### config.mk
export PLATFORM = sky130hd
export DESIGN_NAME = hangul_to_dubeolsik_keys_unit
export DESIGN_NICKNAME = d
export VERILOG_FILES = /design/src/rtl/hdk_pkg.sv /design/src/rtl/hdk_split.sv /design/src/rtl/hdk_pack.sv /design/src/rtl/hdk_emit.sv /design/src/rtl/hangul_to_dubeolsik_keys_unit.sv
export SDC_FILE = /design/constraint.sdc
export NUM_CORES = 1
export LEC_CHECK = 0
export BUFFER_PORTS_ARGS = -buffer_cell sky130_fd_sc_hd__buf_2
export CAP_MARGIN = 20
export CORE_MARGIN = 2
export CORE_UTILIZATION = 40
export DETAILED_ROUTE_END_ITERATION = 6
export SLEW_MARGIN = 5
export SYNTH_ARGS = -nofsm -noshare
export SYNTH_HDL_FRONTEND = slang
export SYNTH_SLANG_ARGS = --single-unit
### constraint.sdc
create_clock -name clk -period 7.5 [get_ports clk]
set_clock_uncertainty 0.2 [all_clocks]
set_input_delay 0.75 -clock clk [delete_from_list [all_inputs] [get_ports clk]]
set_output_delay 0.75 -clock clk [all_outputs]
set_load 0.01 [all_outputs]
### src/rtl/hdk_pkg.sv
// Shared types, constants and key tables for the two-set keystroke converter.
// No dependencies; every other file in rtl/ imports this package.
`default_nettype none

package hdk_pkg;

	localparam logic [15:0] SYL_FIRST  = 16'hAC00;
	localparam logic [15:0] SYL_LAST   = 16'hD7A3;
	localparam logic [15:0] JAMO_FIRST = 16'h3131;
	localparam logic [15:0] JAMO_LAST  = 16'h3163;

	// Reciprocals for the two constant divisions, with enough fraction bits
	// that the truncated product is exact over the syllable range.
	localparam int          DIV588_SHIFT = 24;
	localparam logic [14:0] DIV588_RECIP = 15'd28533;
	localparam logic [13:0] PER_INITIAL  = 14'd588;
	localparam int          DIV28_SHIFT  = 16;
	localparam logic [11:0] DIV28_RECIP  = 12'd2341;
	localparam logic [9:0]  FINAL_COUNT  = 10'd28;

	localparam int          MAX_CHARS = 5;
	localparam logic [7:0]  NO_KEY    = 8'h00;

	typedef enum logic [1:0] {
		KIND_OTHER,
		KIND_SYL,
		KIND_JAMO
	} kind_t;

	// Decoded fields of one code unit as it travels down the pipeline.
	typedef struct packed {
		kind_t       kind;
		logic [15:0] cu;
		logic [5:0]  jidx;
		logic [4:0]  ini;
		logic [4:0]  med;
		logic [4:0]  fin;
	} item_t;

	// One run of output characters, left aligned, with its length.
	typedef struct packed {
		logic [2:0]                  count;
		logic [MAX_CHARS-1:0][15:0]  chars;
	} run_t;

	// Pair tables return {first, second}; NO_KEY marks an empty slot.
	function automatic logic [7:0] initial_key(input logic [4:0] idx);
		logic [7:0] k;
		unique case (idx)
			5'd0:  k = "r";
			5'd1:  k = "R";
			5'd2:  k = "s";
			5'd3:  k = "e";
			5'd4:  k = "E";
			5'd5:  k = "f";
			5'd6:  k = "a";
			5'd7:  k = "q";
			5'd8:  k = "Q";
			5'd9:  k = "t";
			5'd10: k = "T";
			5'd11: k = "d";
			5'd12: k = "w";
			5'd13: k = "W";
			5'd14: k = "c";
			5'd15: k = "z";
			5'd16: k = "x";
			5'd17: k = "v";
			5'd18: k = "g";
			default: k = NO_KEY;
		endcase
		return k;
	endfunction

	function automatic logic [15:0] medial_keys(input logic [4:0] idx);
		logic [15:0] k;
		unique case (idx)
			5'd0:  k = {"k", NO_KEY};
			5'd1:  k = {"o", NO_KEY};
			5'd2:  k = {"i", NO_KEY};
			5'd3:  k = {"O", NO_KEY};
			5'd4:  k = {"j", NO_KEY};
			5'd5:  k = {"p", NO_KEY};
			5'd6:  k = {"u", NO_KEY};
			5'd7:  k = {"P", NO_KEY};
			5'd8:  k = {"h", NO_KEY};
			5'd9:  k = {"h", "k"};
			5'd10: k = {"h", "o"};
			5'd11: k = {"h", "l"};
			5'd12: k = {"y", NO_KEY};
			5'd13: k = {"n", NO_KEY};
			5'd14: k = {"n", "j"};
			5'd15: k = {"n", "p"};
			5'd16: k = {"n", "l"};
			5'd17: k = {"b", NO_KEY};
			5'd18: k = {"m", NO_KEY};
			5'd19: k = {"m", "l"};
			5'd20: k = {"l", NO_KEY};
			default: k = {NO_KEY, NO_KEY};
		endcase
		return k;
	endfunction

	function automatic logic [15:0] final_keys(input logic [4:0] idx);
		logic [15:0] k;
		unique case (idx)
			5'd1:  k = {"r", NO_KEY};
			5'd2:  k = {"R", NO_KEY};
			5'd3:  k = {"r", "t"};
			5'd4:  k = {"s", NO_KEY};
			5'd5:  k = {"s", "w"};
			5'd6:  k = {"s", "g"};
			5'd7:  k = {"e", NO_KEY};
			5'd8:  k = {"f", NO_KEY};
			5'd9:  k = {"f", "r"};
			5'd10: k = {"f", "a"};
			5'd11: k = {"f", "q"};
			5'd12: k = {"f", "t"};
			5'd13: k = {"f", "x"};
			5'd14: k = {"f", "v"};
			5'd15: k = {"f", "g"};
			5'd16: k = {"a", NO_KEY};
			5'd17: k = {"q", NO_KEY};
			5'd18: k = {"q", "t"};
			5'd19: k = {"t", NO_KEY};
			5'd20: k = {"T", NO_KEY};
			5'd21: k = {"d", NO_KEY};
			5'd22: k = {"w", NO_KEY};
			5'd23: k = {"c", NO_KEY};
			5'd24: k = {"z", NO_KEY};
			5'd25: k = {"x", NO_KEY};
			5'd26: k = {"v", NO_KEY};
			5'd27: k = {"g", NO_KEY};
			default: k = {NO_KEY, NO_KEY};
		endcase
		return k;
	endfunction

	function automatic logic [15:0] jamo_keys(input logic [5:0] idx);
		logic [15:0] k;
		unique case (idx)
			6'd0:  k = {"r", NO_KEY};
			6'd1:  k = {"R", NO_KEY};
			6'd2:  k = {"r", "t"};
			6'd3:  k = {"s", NO_KEY};
			6'd4:  k = {"s", "w"};
			6'd5:  k = {"s", "g"};
			6'd6:  k = {"e", NO_KEY};
			6'd7:  k = {"E", NO_KEY};
			6'd8:  k = {"f", NO_KEY};
			6'd9:  k = {"f", "r"};
			6'd10: k = {"f", "a"};
			6'd11: k = {"f", "q"};
			6'd12: k = {"f", "t"};
			6'd13: k = {"f", "x"};
			6'd14: k = {"f", "v"};
			6'd15: k = {"f", "g"};
			6'd16: k = {"a", NO_KEY};
			6'd17: k = {"q", NO_KEY};
			6'd18: k = {"Q", NO_KEY};
			6'd19: k = {"q", "t"};
			6'd20: k = {"t", NO_KEY};
			6'd21: k = {"T", NO_KEY};
			6'd22: k = {"d", NO_KEY};
			6'd23: k = {"w", NO_KEY};
			6'd24: k = {"W", NO_KEY};
			6'd25: k = {"c", NO_KEY};
			6'd26: k = {"z", NO_KEY};
			6'd27: k = {"x", NO_KEY};
			6'd28: k = {"v", NO_KEY};
			6'd29: k = {"g", NO_KEY};
			6'd30: k = {"k", NO_KEY};
			6'd31: k = {"o", NO_KEY};
			6'd32: k = {"i", NO_KEY};
			6'd33: k = {"O", NO_KEY};
			6'd34: k = {"j", NO_KEY};
			6'd35: k = {"p", NO_KEY};
			6'd36: k = {"u", NO_KEY};
			6'd37: k = {"P", NO_KEY};
			6'd38: k = {"h", NO_KEY};
			6'd39: k = {"h", "k"};
			6'd40: k = {"h", "o"};
			6'd41: k = {"h", "l"};
			6'd42: k = {"y", NO_KEY};
			6'd43: k = {"n", NO_KEY};
			6'd44: k = {"n", "j"};
			6'd45: k = {"n", "p"};
			6'd46: k = {"n", "l"};
			6'd47: k = {"b", NO_KEY};
			6'd48: k = {"m", NO_KEY};
			6'd49: k = {"m", "l"};
			6'd50: k = {"l", NO_KEY};
			default: k = {NO_KEY, NO_KEY};
		endcase
		return k;
	endfunction

endpackage

`default_nettype wire

### src/rtl/hdk_split.sv
// Five-stage pipeline that classifies a code unit and splits a syllable into
// initial, medial and final indices by reciprocal multiplication. Uses hdk_pkg.
`default_nettype none

module hdk_split import hdk_pkg::*; (
	input  wire logic        clk,
	input  wire logic        arst_n,
	input  wire logic        in_valid,
	input  wire logic [15:0] in_code,
	output logic             in_ready,
	output logic             out_valid,
	output item_t            out_item,
	input  wire logic        out_ready
);

	logic        v_s1, v_s2, v_s3, v_s4, v_s5;
	logic        rdy1, rdy2, rdy3, rdy4, rdy5;
	item_t       item_s1, item_s2, item_s3, item_s4, item_s5;
	logic [13:0] syl_s1, syl_s2;
	logic [9:0]  rem_s3, rem_s4;

	kind_t       kind_d;
	logic [15:0] syl_diff;
	logic [15:0] jamo_diff;
	logic [28:0] ini_prod;
	logic [13:0] ini_back;
	logic [13:0] rem_full;
	logic [20:0] med_prod;
	logic [9:0]  med_back;
	logic [9:0]  fin_full;
	item_t       item_d2, item_d4, item_d5;

	// A stage takes new data when it is empty or its successor moves on.
	assign rdy5 = !v_s5 || out_ready;
	assign rdy4 = !v_s4 || rdy5;
	assign rdy3 = !v_s3 || rdy4;
	assign rdy2 = !v_s2 || rdy3;
	assign rdy1 = !v_s1 || rdy2;
	assign in_ready  = rdy1;
	assign out_valid = v_s5;
	assign out_item  = item_s5;

	always_comb begin
		priority if (in_code >= SYL_FIRST && in_code <= SYL_LAST) begin
			kind_d = KIND_SYL;
		end else if (in_code >= JAMO_FIRST && in_code <= JAMO_LAST) begin
			kind_d = KIND_JAMO;
		end else begin
			kind_d = KIND_OTHER;
		end
	end

	assign syl_diff  = in_code - SYL_FIRST;
	assign jamo_diff = in_code - JAMO_FIRST;

	assign ini_prod = {15'd0, syl_s1} * {14'd0, DIV588_RECIP};
	assign ini_back = {9'd0, item_s2.ini} * PER_INITIAL;
	assign rem_full = syl_s2 - ini_back;
	assign med_prod = {11'd0, rem_s3} * {9'd0, DIV28_RECIP};
	assign med_back = {5'd0, item_s4.med} * FINAL_COUNT;
	assign fin_full = rem_s4 - med_back;

	always_comb begin
		item_d2     = item_s1;
		item_d2.ini = ini_prod[DIV588_SHIFT +: 5];
		item_d4     = item_s3;
		item_d4.med = med_prod[DIV28_SHIFT +: 5];
		item_d5     = item_s4;
		item_d5.fin = fin_full[4:0];
	end

	always_ff @(posedge clk or negedge arst_n) begin
		if (!arst_n) begin
			v_s1 <= 1'b0;
			v_s2 <= 1'b0;
			v_s3 <= 1'b0;
			v_s4 <= 1'b0;
			v_s5 <= 1'b0;
		end else begin
			if (rdy1) v_s1 <= in_valid;
			if (rdy2) v_s2 <= v_s1;
			if (rdy3) v_s3 <= v_s2;
			if (rdy4) v_s4 <= v_s3;
			if (rdy5) v_s5 <= v_s4;
		end
	end

	always_ff @(posedge clk) begin
		if (rdy1) begin
			item_s1.kind <= kind_d;
			item_s1.cu   <= in_code;
			item_s1.jidx <= jamo_diff[5:0];
			item_s1.ini  <= 5'd0;
			item_s1.med  <= 5'd0;
			item_s1.fin  <= 5'd0;
			syl_s1       <= syl_diff[13:0];
		end
		if (rdy2) begin
			item_s2 <= item_d2;
			syl_s2  <= syl_s1;
		end
		if (rdy3) begin
			item_s3 <= item_s2;
			rem_s3  <= rem_full[9:0];
		end
		if (rdy4) begin
			item_s4 <= item_d4;
			rem_s4  <= rem_s3;
		end
		if (rdy5) begin
			item_s5 <= item_d5;
		end
	end

endmodule

`default_nettype wire

### src/rtl/hdk_pack.sv
// Pipeline stage that looks up the key tables and packs the run of output
// characters left aligned with its length. Uses hdk_pkg.
`default_nettype none

module hdk_pack import hdk_pkg::*; (
	input  wire logic  clk,
	input  wire logic  arst_n,
	input  wire logic  in_valid,
	input  wire item_t in_item,
	output logic       in_ready,
	output logic       out_valid,
	output run_t       out_run,
	input  wire logic  out_ready
);

	logic       v_s6;
	run_t       run_s6;
	run_t       run_d;
	logic [15:0] med_pair;
	logic [15:0] fin_pair;
	logic [15:0] jamo_pair;
	logic [2:0]  fin_base;

	assign in_ready  = !v_s6 || out_ready;
	assign out_valid = v_s6;
	assign out_run   = run_s6;

	assign med_pair  = medial_keys(in_item.med);
	assign fin_pair  = final_keys(in_item.fin);
	assign jamo_pair = jamo_keys(in_item.jidx);

	always_comb begin
		run_d.count = 3'd1;
		run_d.chars = '0;
		fin_base    = (med_pair[7:0] != NO_KEY) ? 3'd3 : 3'd2;
		unique case (in_item.kind)
			KIND_SYL: begin
				run_d.chars[0] = {8'd0, initial_key(in_item.ini)};
				run_d.chars[1] = {8'd0, med_pair[15:8]};
				if (med_pair[7:0] != NO_KEY) begin
					run_d.chars[2] = {8'd0, med_pair[7:0]};
				end
				run_d.count = fin_base;
				// A syllable without a final consonant stops after the vowel.
				if (fin_pair[15:8] != NO_KEY) begin
					run_d.chars[fin_base] = {8'd0, fin_pair[15:8]};
					run_d.count = fin_base + 3'd1;
					if (fin_pair[7:0] != NO_KEY) begin
						run_d.chars[fin_base + 3'd1] = {8'd0, fin_pair[7:0]};
						run_d.count = fin_base + 3'd2;
					end
				end
			end
			KIND_JAMO: begin
				run_d.chars[0] = {8'd0, jamo_pair[15:8]};
				if (jamo_pair[7:0] != NO_KEY) begin
					run_d.chars[1] = {8'd0, jamo_pair[7:0]};
					run_d.count = 3'd2;
				end
			end
			default: begin
				run_d.chars[0] = in_item.cu;
			end
		endcase
	end

	always_ff @(posedge clk or negedge arst_n) begin
		if (!arst_n) begin
			v_s6 <= 1'b0;
		end else if (in_ready) begin
			v_s6 <= in_valid;
		end
	end

	always_ff @(posedge clk) begin
		if (in_ready) begin
			run_s6 <= run_d;
		end
	end

endmodule

`default_nettype wire

### src/rtl/hdk_emit.sv
// Serializer that holds one packed run and presents its characters one per
// cycle, loading the next run in the cycle of the last one. Uses hdk_pkg.
`default_nettype none

module hdk_emit import hdk_pkg::*; (
	input  wire logic   clk,
	input  wire logic   arst_n,
	input  wire logic   in_valid,
	input  wire run_t   in_run,
	output logic        in_ready,
	output logic        result_valid,
	output logic [15:0] out_char,
	output logic        last_of_run
);

	logic       valid_q;
	run_t       run_q;
	logic [2:0] idx_q;
	logic       at_last;

	assign at_last      = (idx_q == run_q.count - 3'd1);
	assign in_ready     = !valid_q || at_last;
	assign result_valid = valid_q;
	assign out_char     = run_q.chars[idx_q];
	assign last_of_run  = at_last;

	always_ff @(posedge clk or negedge arst_n) begin
		if (!arst_n) begin
			valid_q <= 1'b0;
			idx_q   <= 3'd0;
		end else if (in_ready) begin
			valid_q <= in_valid;
			idx_q   <= 3'd0;
		end else begin
			idx_q <= idx_q + 3'd1;
		end
	end

	always_ff @(posedge clk) begin
		if (in_ready) begin
			run_q <= in_run;
		end
	end

endmodule

`default_nettype wire

### src/rtl/hangul_to_dubeolsik_keys_unit.sv
// Top level of the Hangul to two-set keystroke converter.
// Instantiates hdk_split, hdk_pack and hdk_emit; uses hdk_pkg.
//
// Channel   Ports                                     Handshake
// input     start, busy, code_unit[15:0]              word taken when start && !busy
// result    result_valid, out_char[15:0], last_of_run one word per strobe cycle
//
// A code unit enters the six-stage pipeline in any cycle that busy is low.
// Each word yields one to five result words, one per cycle; the output
// serializer sets that rate. The first result reaches the ports after the
// word has passed hdk_split, hdk_pack and the serializer's run register.
// The receiver cannot stall; busy rises only while the serializer works
// through a run and every stage behind it holds an item.
`default_nettype none

module hangul_to_dubeolsik_keys_unit import hdk_pkg::*; (
	input  wire logic        clk,
	input  wire logic        arst_n,
	input  wire logic        start,
	output logic             busy,
	input  wire logic [15:0] code_unit,
	output logic             result_valid,
	output logic [15:0]      out_char,
	output logic             last_of_run
);

	logic  split_ready;
	logic  split_valid;
	item_t split_item;
	logic  pack_ready;
	logic  pack_valid;
	run_t  pack_run;
	logic  emit_ready;

	assign busy = !split_ready;

	hdk_split u_split (
		.clk       (clk),
		.arst_n    (arst_n),
		.in_valid  (start),
		.in_code   (code_unit),
		.in_ready  (split_ready),
		.out_valid (split_valid),
		.out_item  (split_item),
		.out_ready (pack_ready)
	);

	hdk_pack u_pack (
		.clk       (clk),
		.arst_n    (arst_n),
		.in_valid  (split_valid),
		.in_item   (split_item),
		.in_ready  (pack_ready),
		.out_valid (pack_valid),
		.out_run   (pack_run),
		.out_ready (emit_ready)
	);

	hdk_emit u_emit (
		.clk          (clk),
		.arst_n       (arst_n),
		.in_valid     (pack_valid),
		.in_run       (pack_run),
		.in_ready     (emit_ready),
		.result_valid (result_valid),
		.out_char     (out_char),
		.last_of_run  (last_of_run)
	);

`ifndef SYNTHESIS
	// A run that has not ended continues in the next cycle.
	a_run_continues: assert property (@(posedge clk) disable iff (!arst_n)
		result_valid && !last_of_run |=> result_valid)
		else $error("result run broken before its last word");

	// Only key letters appear before the end of a multi-word run.
	a_inner_is_key: assert property (@(posedge clk) disable iff (!arst_n)
		result_valid && !last_of_run |-> out_char[15:8] == 8'h00)
		else $error("non-key word inside a run");

	// Input back-pressure only comes from a serializer in mid-run.
	a_busy_cause: assert property (@(posedge clk) disable iff (!arst_n)
		busy |-> result_valid && !last_of_run)
		else $error("busy without a run in progress");
`endif

endmodule

`default_nettype wire

=== Word-level counts from Yosys, hierarchy flattened ===
Memory sizes are Yosys's and may differ from the RTL's. A register that Yosys moved wholly into a read port is not among the register bits.
Cells that the tools add are included.

* Memories: 4
* RAM bits: 0
* ROM bits: 2016
* Bits of input ports: 19
* Flip-flop bits (word level): 370
* Latch bits: 0

* Bitwise operators: 0
* Div/mod/pow operators: 0
* $mul: 4
* Add/sub/neg operators: 8
* Shift operators: 0
* Order comparisons: 9
* Reduce and logical (&&, ||, !) cells: 24
* Eq/ne operators: 3
* Multiplexer cells: 25

{| class="wikitable"
|+ Memories
! name !! depth !! bits a word !! read ports !! clocked after Yosys merged registers in !! wr ports !! line !! text
|-
| (name not given) || 64 || 14 || 1 || 1 || 0 || hdk_pkg.sv:140 || <nowiki>unique case (idx)</nowiki>
|-
| (name not given) || 32 || 14 || 1 || 1 || 0 || hdk_pkg.sv:105 || <nowiki>unique case (idx)</nowiki>
|-
| (name not given) || 32 || 14 || 1 || 1 || 0 || hdk_pkg.sv:76 || <nowiki>unique case (idx)</nowiki>
|-
| (name not given) || 32 || 7 || 1 || 1 || 0 || hdk_pkg.sv:49 || <nowiki>unique case (idx)</nowiki>
|}

{| class="wikitable"
|+ Operators with widths
! cell !! number
|-
| $mux W83 || 2
|-
| $bwmux W80 || 2
|-
| $demux W16 S3 || 2
|-
| $mux W16 || 4
|-
| $pmux W16 S2 || 2
|-
| $bmux W16 S3 || 1
|-
| $reduce_bool A8 Y1 || 4
|-
| $mul A14 B15 Y29 const B || 1
|-
| $mux W8 || 3
|-
| $mul A10 B12 Y21 const B || 1
|-
| $ge A16 B14 Y1 const B || 1
|-
| $ge A16 B16 Y1 const B || 1
|-
| $le A16 B14 Y1 const B || 1
|-
| $le A16 B16 Y1 const B || 1
|-
| $mux W5 || 3
|-
| $sub A14 B14 Y14 const B || 1
|-
| $lt A3 B4 Y1 const B || 3
|-
| $sub A10 B10 Y10 || 1
|-
| $logic_not A1 Y1 || 8
|-
| $mul A5 B8 Y8 const B || 1
|-
| $logic_or A1 B1 Y1 || 7
|-
| $add A3 B1 Y3 const B || 2
|-
| $ge A3 B1 Y1 const B || 2
|-
| $mux W6 || 1
|-
| 14 further kinds || 18
|}

=== Logic depth before layout (Yosys ltp) ===
* Word-level depth: 11
* Mapped depth: 20
* Depth with buffers taken out: 20

=== Modules after synthesis ===
Synthesis repeated with hierarchy kept, for this count alone.

* Cells, all modules: 1463
* Area total of the unflattened synthesis: 19033.3 um^2

{| class="wikitable"
|+ Modules (own cells, without submodules)
! module !! area an instance (um^2) !! instances !! cells an instance
|-
| hdk_split || 11377.2 || 1 || 813
|-
| hdk_pack || 4230.3 || 1 || 471
|-
| hdk_emit || 3422.0 || 1 || 178
|-
| hangul_to_dubeolsik_keys_unit || 3.8 || 1 || 1
|}

=== Worst setup path after synthesis ===
No wires, ideal clock.

* Path kind: register to register
* Start point: reg u_split.syl_s1[3]
* End point: reg u_split.item_s2[13] (netlist name), data pin
* Buffers on the path: 0
* Setup time: 0.265 ns
* Cell stages (with the launch flop): 18
* Path slack: 1.759 ns
* Required time: 7.035 ns
* Data arrival time: 5.276 ns
* Cell sequence: edfxtp_1 -> fa_1 -> fa_1 -> fa_1 -> inv_1 -> fa_1 -> inv_1 -> fa_1 -> inv_1 -> fa_1 -> inv_1 -> ha_1 -> a2111oi_0 -> o21ai_0 -> a31o_2 -> a221o_1 -> a21oi_1 -> a211oi_1

* Cells in the longest elaborated chain, start to end: 1

{| class="wikitable"
|+ RTL lines
! element !! line !! text
|-
| from (decl) || hdk_split.sv:19 || <nowiki>logic [13:0] syl_s1, syl_s2;</nowiki>
|-
| from (signal assigned) || hdk_split.sv:96 || <nowiki>syl_s1 <= syl_diff[13:0];</nowiki>
|-
| $mul A14 B15 Y29 || hdk_split.sv:56 || <nowiki>assign ini_prod = {15'd0, syl_s1} * {14'd0, DIV588_RECIP};</nowiki>
|-
| named net u_split.ini_prod[27] || hdk_split.sv:25 || <nowiki>logic [28:0] ini_prod;</nowiki>
|-
| to (signal assigned) || hdk_split.sv:99 || <nowiki>item_s2 <= item_d2;</nowiki>
|-
| to (decl) || hdk_split.sv:18 || <nowiki>item_t item_s1, item_s2, item_s3, item_s4, item_s5;</nowiki>
|}

The timed path passes the listed nets, and every way through them passes these cells.
A chain may end at the register's enable or synchronous reset.

=== Worst setup path in the final report ===
Ends and elaborated chain as after synthesis.

==> metrics.txt <==
# TYPE chip_impl_metric gauge
chip_impl_metric{name="pin_count",unit=""} 38
chip_impl_metric{name="final_core_util",unit="%"} 44.71
chip_impl_metric{name="synth_seq_area_share",unit="%"} 48.05
chip_impl_metric{name="synthesis.nets",unit=""} 1837
chip_impl_info{name="cpMostUsedCell",value="sky130_fd_sc_hd__fa_1"} 1
chip_impl_info{name="cp-start-kind",value="flop"} 1
chip_impl_metric{name="vias",unit=""} 10862
chip_impl_metric{name="synthDistinctLibCells",unit=""} 79
chip_impl_metric{name="final_cell_count_no_fill",unit=""} 2184
chip_impl_metric{name="maxCapViolations",unit=""} 0
chip_impl_metric{name="final.period_utilization",unit="%"} 82.18
chip_impl_metric{name="synth.ff_latch_count",unit=""} 316
chip_impl_metric{name="synth_warnings",unit=""} 0
chip_impl_metric{name="worst-endpoint-arrival",unit="ns"} 6.26
chip_impl_metric{name="drt_first_pass_iters",unit=""} 5
chip_impl_info{name="timing.critical_path.cells",value="fa_1, fa_1, fa_1, inv_1, fa_1, inv_1, fa_1, inv_1, fa_1, inv_1, ha_1, a2111oi_0, o21ai_0, a31o_2, a221o_1, a21oi_1, a211oi_1"} 1
chip_impl_metric{name="cts_num_sinks",unit=""} 316
chip_impl_metric{name="antennaDiodeCount",unit=""} 0
chip_impl_metric{name="grt_util_all_layers",unit="%"} 15.45
chip_impl_metric{name="totalNegativeSetupSlack",unit="ns"} 0
chip_impl_metric{name="reg2reg_depth",unit=""} 17
chip_impl_metric{name="syn-instance-count",unit=""} 1496
chip_impl_metric{name="postCtsSetupRepairBufs",unit=""} 0
chip_impl_metric{name="setup_violations",unit=""} 0
chip_impl_metric{name="detailedRoute.firstIterationViolations",unit=""} 757
chip_impl_info{name="outcome",value="complete, no violations"} 1
chip_impl_metric{name="timing.critical_path.depth",unit=""} 17
chip_impl_metric{name="cts_buffer_depth",unit=""} 3
chip_impl_metric{name="ant_nets",unit=""} 0
chip_impl_metric{name="largest_net_degree_at_the_start_of_global_routing",unit=""} 70
chip_impl_metric{name="via_per_instance_ratio",unit=""} 4.973
chip_impl_metric{name="floorplan.die_area",unit="um^2"} 48460
chip_impl_info{name="hold_start",value="code_unit[14]"} 1
chip_impl_metric{name="hold_viol_final",unit=""} 0
chip_impl_info{name="clockRootBuffer",value="sky130_fd_sc_hd__clkbuf_16"} 1
chip_impl_metric{name="number_of_nets_in_the_finished_design",unit=""} 1891
chip_impl_metric{name="timing.fmax",unit="MHz"} 162.2
chip_impl_metric{name="start_util",unit="%"} 40.30
chip_impl_metric{name="worst-endpoint-required",unit="ns"} 7.59
chip_impl_metric{name="die-width",unit="um"} 220.1
chip_impl_metric{name="clkLatencyLatePin",unit="ns"} 0.54
chip_impl_info{name="criticalPathCategory",value="flop to flop"} 1
chip_impl_metric{name="dpl.cell_count",unit=""} 2116
chip_impl_info{name="timing.critical_path.max_delay_family",value="adder cells"} 1
chip_impl_metric{name="area_growth",unit="%"} 10.93
chip_impl_info{name="timing.critical_path.from",value="u_split.syl_s1[3]$_DFFE_PN_"} 1
chip_impl_metric{name="synthArstFlopShare",unit="%"} 3.165
chip_impl_info{name="crit_reg_reg_endpoint",value="u_split.item_s2[13]$_DFFE_PP_"} 1
chip_impl_metric{name="slew_headroom",unit="%"} 36.21
chip_impl_info{name="worst_hold_path_type",value="input port to flop"} 1
chip_impl_metric{name="worst-slew-pin-transition",unit="ns"} 0.9557
chip_impl_metric{name="number_of_input_and_output_port_buffers_inserted",unit=""} 37
chip_impl_metric{name="grt_remaining_overflow",unit=""} 0
chip_impl_metric{name="row_count",unit=""} 79
chip_impl_metric{name="critPathMaxStageDelay",unit="ns"} 0.55
chip_impl_info{name="tritoncts",value="built"} 1
chip_impl_metric{name="dpl.hpwl",unit="mm"} 27.46
chip_impl_info{name="grt_setup_unrepaired",value="no"} 1
chip_impl_metric{name="path_buf_inv",unit=""} 4
chip_impl_metric{name="htreeDepth",unit=""} 2
chip_impl_metric{name="clkTransAtPathRegs",unit="ns"} 0.06
chip_impl_metric{name="grt_pass1_vias",unit=""} 10836
chip_impl_metric{name="dr_wl_cell",unit="um"} 16.35
chip_impl_metric{name="worst-r2r-setup-slack",unit="ns"} 1.34
chip_impl_metric{name="number_of_buffers_created_by_cts",unit=""} 35
chip_impl_info{name="crit_slowest_cell",value="sky130_fd_sc_hd__fa_1"} 1
chip_impl_metric{name="floorplan_die_height",unit="um"} 220.1
chip_impl_metric{name="post_route_cells_drive_above_1_share",unit="%"} 8.814
chip_impl_metric{name="synth_enable_flop_cells",unit=""} 260
chip_impl_metric{name="drt_wl_total",unit="mm"} 35.71
chip_impl_metric{name="min_period",unit="ns"} 6.164
chip_impl_metric{name="mappedNetlistArea",unit="um^2"} 18680
chip_impl_metric{name="grt_pass1_wl",unit="mm"} 58.35
chip_impl_metric{name="grt_antenna_before_repair",unit=""} 0
chip_impl_metric{name="critPathMaxFanout",unit=""} 7
chip_impl_metric{name="syn_area_per_cell",unit="um^2"} 12.49
chip_impl_info{name="yosys_most_used_dff",value="sky130_fd_sc_hd__edfxtp_1"} 1
chip_impl_metric{name="gp_congestion",unit=""} 0.8753
chip_impl_info{name="worstSetupEndpoint",value="u_split.item_s2[13]$_DFFE_PP_"} 1
chip_impl_metric{name="design.core.area",unit="um^2"} 46360
chip_impl_info{name="timing.rr.start",value="u_split.syl_s1[3]$_DFFE_PN_"} 1
chip_impl_metric{name="drc",unit=""} 0
chip_impl_info{name="end_kind",value="flop"} 1
chip_impl_metric{name="report.final.slew_viol_count",unit=""} 0
worst min path at each step:
stage	to	slack, ns	cells after the start
floorplan	u_emit.run_q[0]$_DFFE_PP_	0.20	0
global placement	u_emit.run_q[7]$_DFFE_PP_	0.20	0
detailed placement	u_emit.run_q[17]$_DFFE_PP_	0.20	0
CTS	u_split.item_d2[35]$_DFFE_PN_	0.18	1
global route	u_split.item_d2[35]$_DFFE_PN_	0.19	1
finish	u_split.item_d2[35]$_DFFE_PN_	0.21	1
kinds of logic (layout without fill, tap and decap cells):
kind of cell    Yosys count  in the layout  share of synthesized area, %
xor+xnor                 39             39                         1.902
mux                      54             54                         3.596
fa+ha+maj               322            322                         25.62
compound gates          246            246                         8.331
flops                   316            316                         48.05
buf+inv                 251            332                         5.431
simple gates            268            268                         7.065
cell type report:
class	count	area, um^2
timing repair buffer	49	302.8
clock inverter	12	111.4
multi-input combinational	929	8708
tap	607	759.5
clock buffer	52	1044
inverter	219	822.0
fill	4138	25630
sequential	316	8979
per-stage QoR:
step	hold WS [ns]	setup WS (ns)	cell area [um^2]
after CTS	0.1780	1.293	20690
after global routing	0.1903	1.015	20730
after floorplan	0.2003	1.759	18680
final	0.2143	1.336	20730
after detailed placement	0.2045	1.313	19530
after global placement	0.2012	1.427	19510
synth_stat cells (8+ instances only):
cell type / number / share of area [%]
sky130_fd_sc_hd__nand3_1: 27 / 0.72
sky130_fd_sc_hd__nor2b_1: 8 / 0.27
sky130_fd_sc_hd__xnor2_1: 27 / 1.3
sky130_fd_sc_hd__clkbuf_1: 15 / 0.30
sky130_fd_sc_hd__inv_1: 218 / 4.4
sky130_fd_sc_hd__nand2b_1: 17 / 0.57
sky130_fd_sc_hd__nor3_1: 23 / 0.62
sky130_fd_sc_hd__a211oi_1: 9 / 0.36
sky130_fd_sc_hd__and2_1: 27 / 0.90
sky130_fd_sc_hd__a21oi_1: 72 / 1.9
sky130_fd_sc_hd__dfxtp_1: 46 / 4.9
sky130_fd_sc_hd__xor2_1: 11 / 0.52
sky130_fd_sc_hd__nand4_1: 8 / 0.27
sky130_fd_sc_hd__fa_1: 101 / 11
sky130_fd_sc_hd__nand2_1: 67 / 1.3
sky130_fd_sc_hd__nor2_1: 61 / 1.2
sky130_fd_sc_hd__ha_1: 221 / 15
sky130_fd_sc_hd__o21ai_0: 59 / 1.6
sky130_fd_sc_hd__a31oi_1: 8 / 0.27
sky130_fd_sc_hd__a22oi_1: 16 / 0.64
sky130_fd_sc_hd__o211ai_1: 8 / 0.32
sky130_fd_sc_hd__mux2i_1: 30 / 1.6
sky130_fd_sc_hd__mux2_2: 11 / 0.66
sky130_fd_sc_hd__dfrtp_1: 10 / 1.3
sky130_fd_sc_hd__a21o_1: 15 / 0.60
sky130_fd_sc_hd__edfxtp_1: 260 / 42
cells in the final DEF (no fill, tap or decap), types with 9 or more instances in the layout:
cell                        instances
sky130_fd_sc_hd__a211oi_1           9
sky130_fd_sc_hd__a21o_1            15
sky130_fd_sc_hd__a21oi_1           72
sky130_fd_sc_hd__a22oi_1           16
sky130_fd_sc_hd__and2_1            27
sky130_fd_sc_hd__buf_2             37
sky130_fd_sc_hd__buf_4              9
sky130_fd_sc_hd__clkbuf_1          10
sky130_fd_sc_hd__clkbuf_16         38
sky130_fd_sc_hd__dfrtp_1           10
sky130_fd_sc_hd__dfxtp_1           46
sky130_fd_sc_hd__edfxtp_1         260
sky130_fd_sc_hd__fa_1             101
sky130_fd_sc_hd__ha_1             221
sky130_fd_sc_hd__inv_1            218
sky130_fd_sc_hd__mux2_2            11
sky130_fd_sc_hd__mux2i_1           30
sky130_fd_sc_hd__nand2_1           66
sky130_fd_sc_hd__nand2b_1          17
sky130_fd_sc_hd__nand3_1           25
sky130_fd_sc_hd__nor2_1            61
sky130_fd_sc_hd__nor3_1            22
sky130_fd_sc_hd__o21ai_0           59
sky130_fd_sc_hd__xnor2_1           27
sky130_fd_sc_hd__xor2_1            11
state kept, by name (all words and copies together) (netlist names), 13 cells and up, named ones only:
| name | flops |
|---|---|
| u_split.item_s2 | 20 |
| u_split.out_item | 37 |
| u_pack.jamo_pair | 13 |
| u_split.item_d4 | 27 |
| u_pack.med_pair | 13 |
| u_emit.run_q | 46 |
| u_split.item_d2 | 14 |
| u_pack.fin_pair | 13 |
| u_pack.out_run | 46 |
| u_split.syl_s1 | 14 |
| u_split.item_d5 | 32 |
what timing repair did:
action                    in CTS  in global routing
gates resized for setup        0                  0
hold buffers                   1                  0
hold endpoints to repair      10                  0
metal layers:
layer | wire length [um] | vias up | share of wire [%] | global-route usage, %
met1 | 16410 | 5221 | 46 | 20.96
met4 | 753 | 0 | 2.1 | 4.407
met2 | 17070 | 200 | 48 | 25.27
met5 | 0 | - | 0 | 0
li1 | - | 5392 | - | -
met3 | 1477 | 49 | 4.1 | 2.940
Power is left out: the tool's default activity adds up to more than one toggle a clock period on the data nets, which glitch-free logic cannot reach.
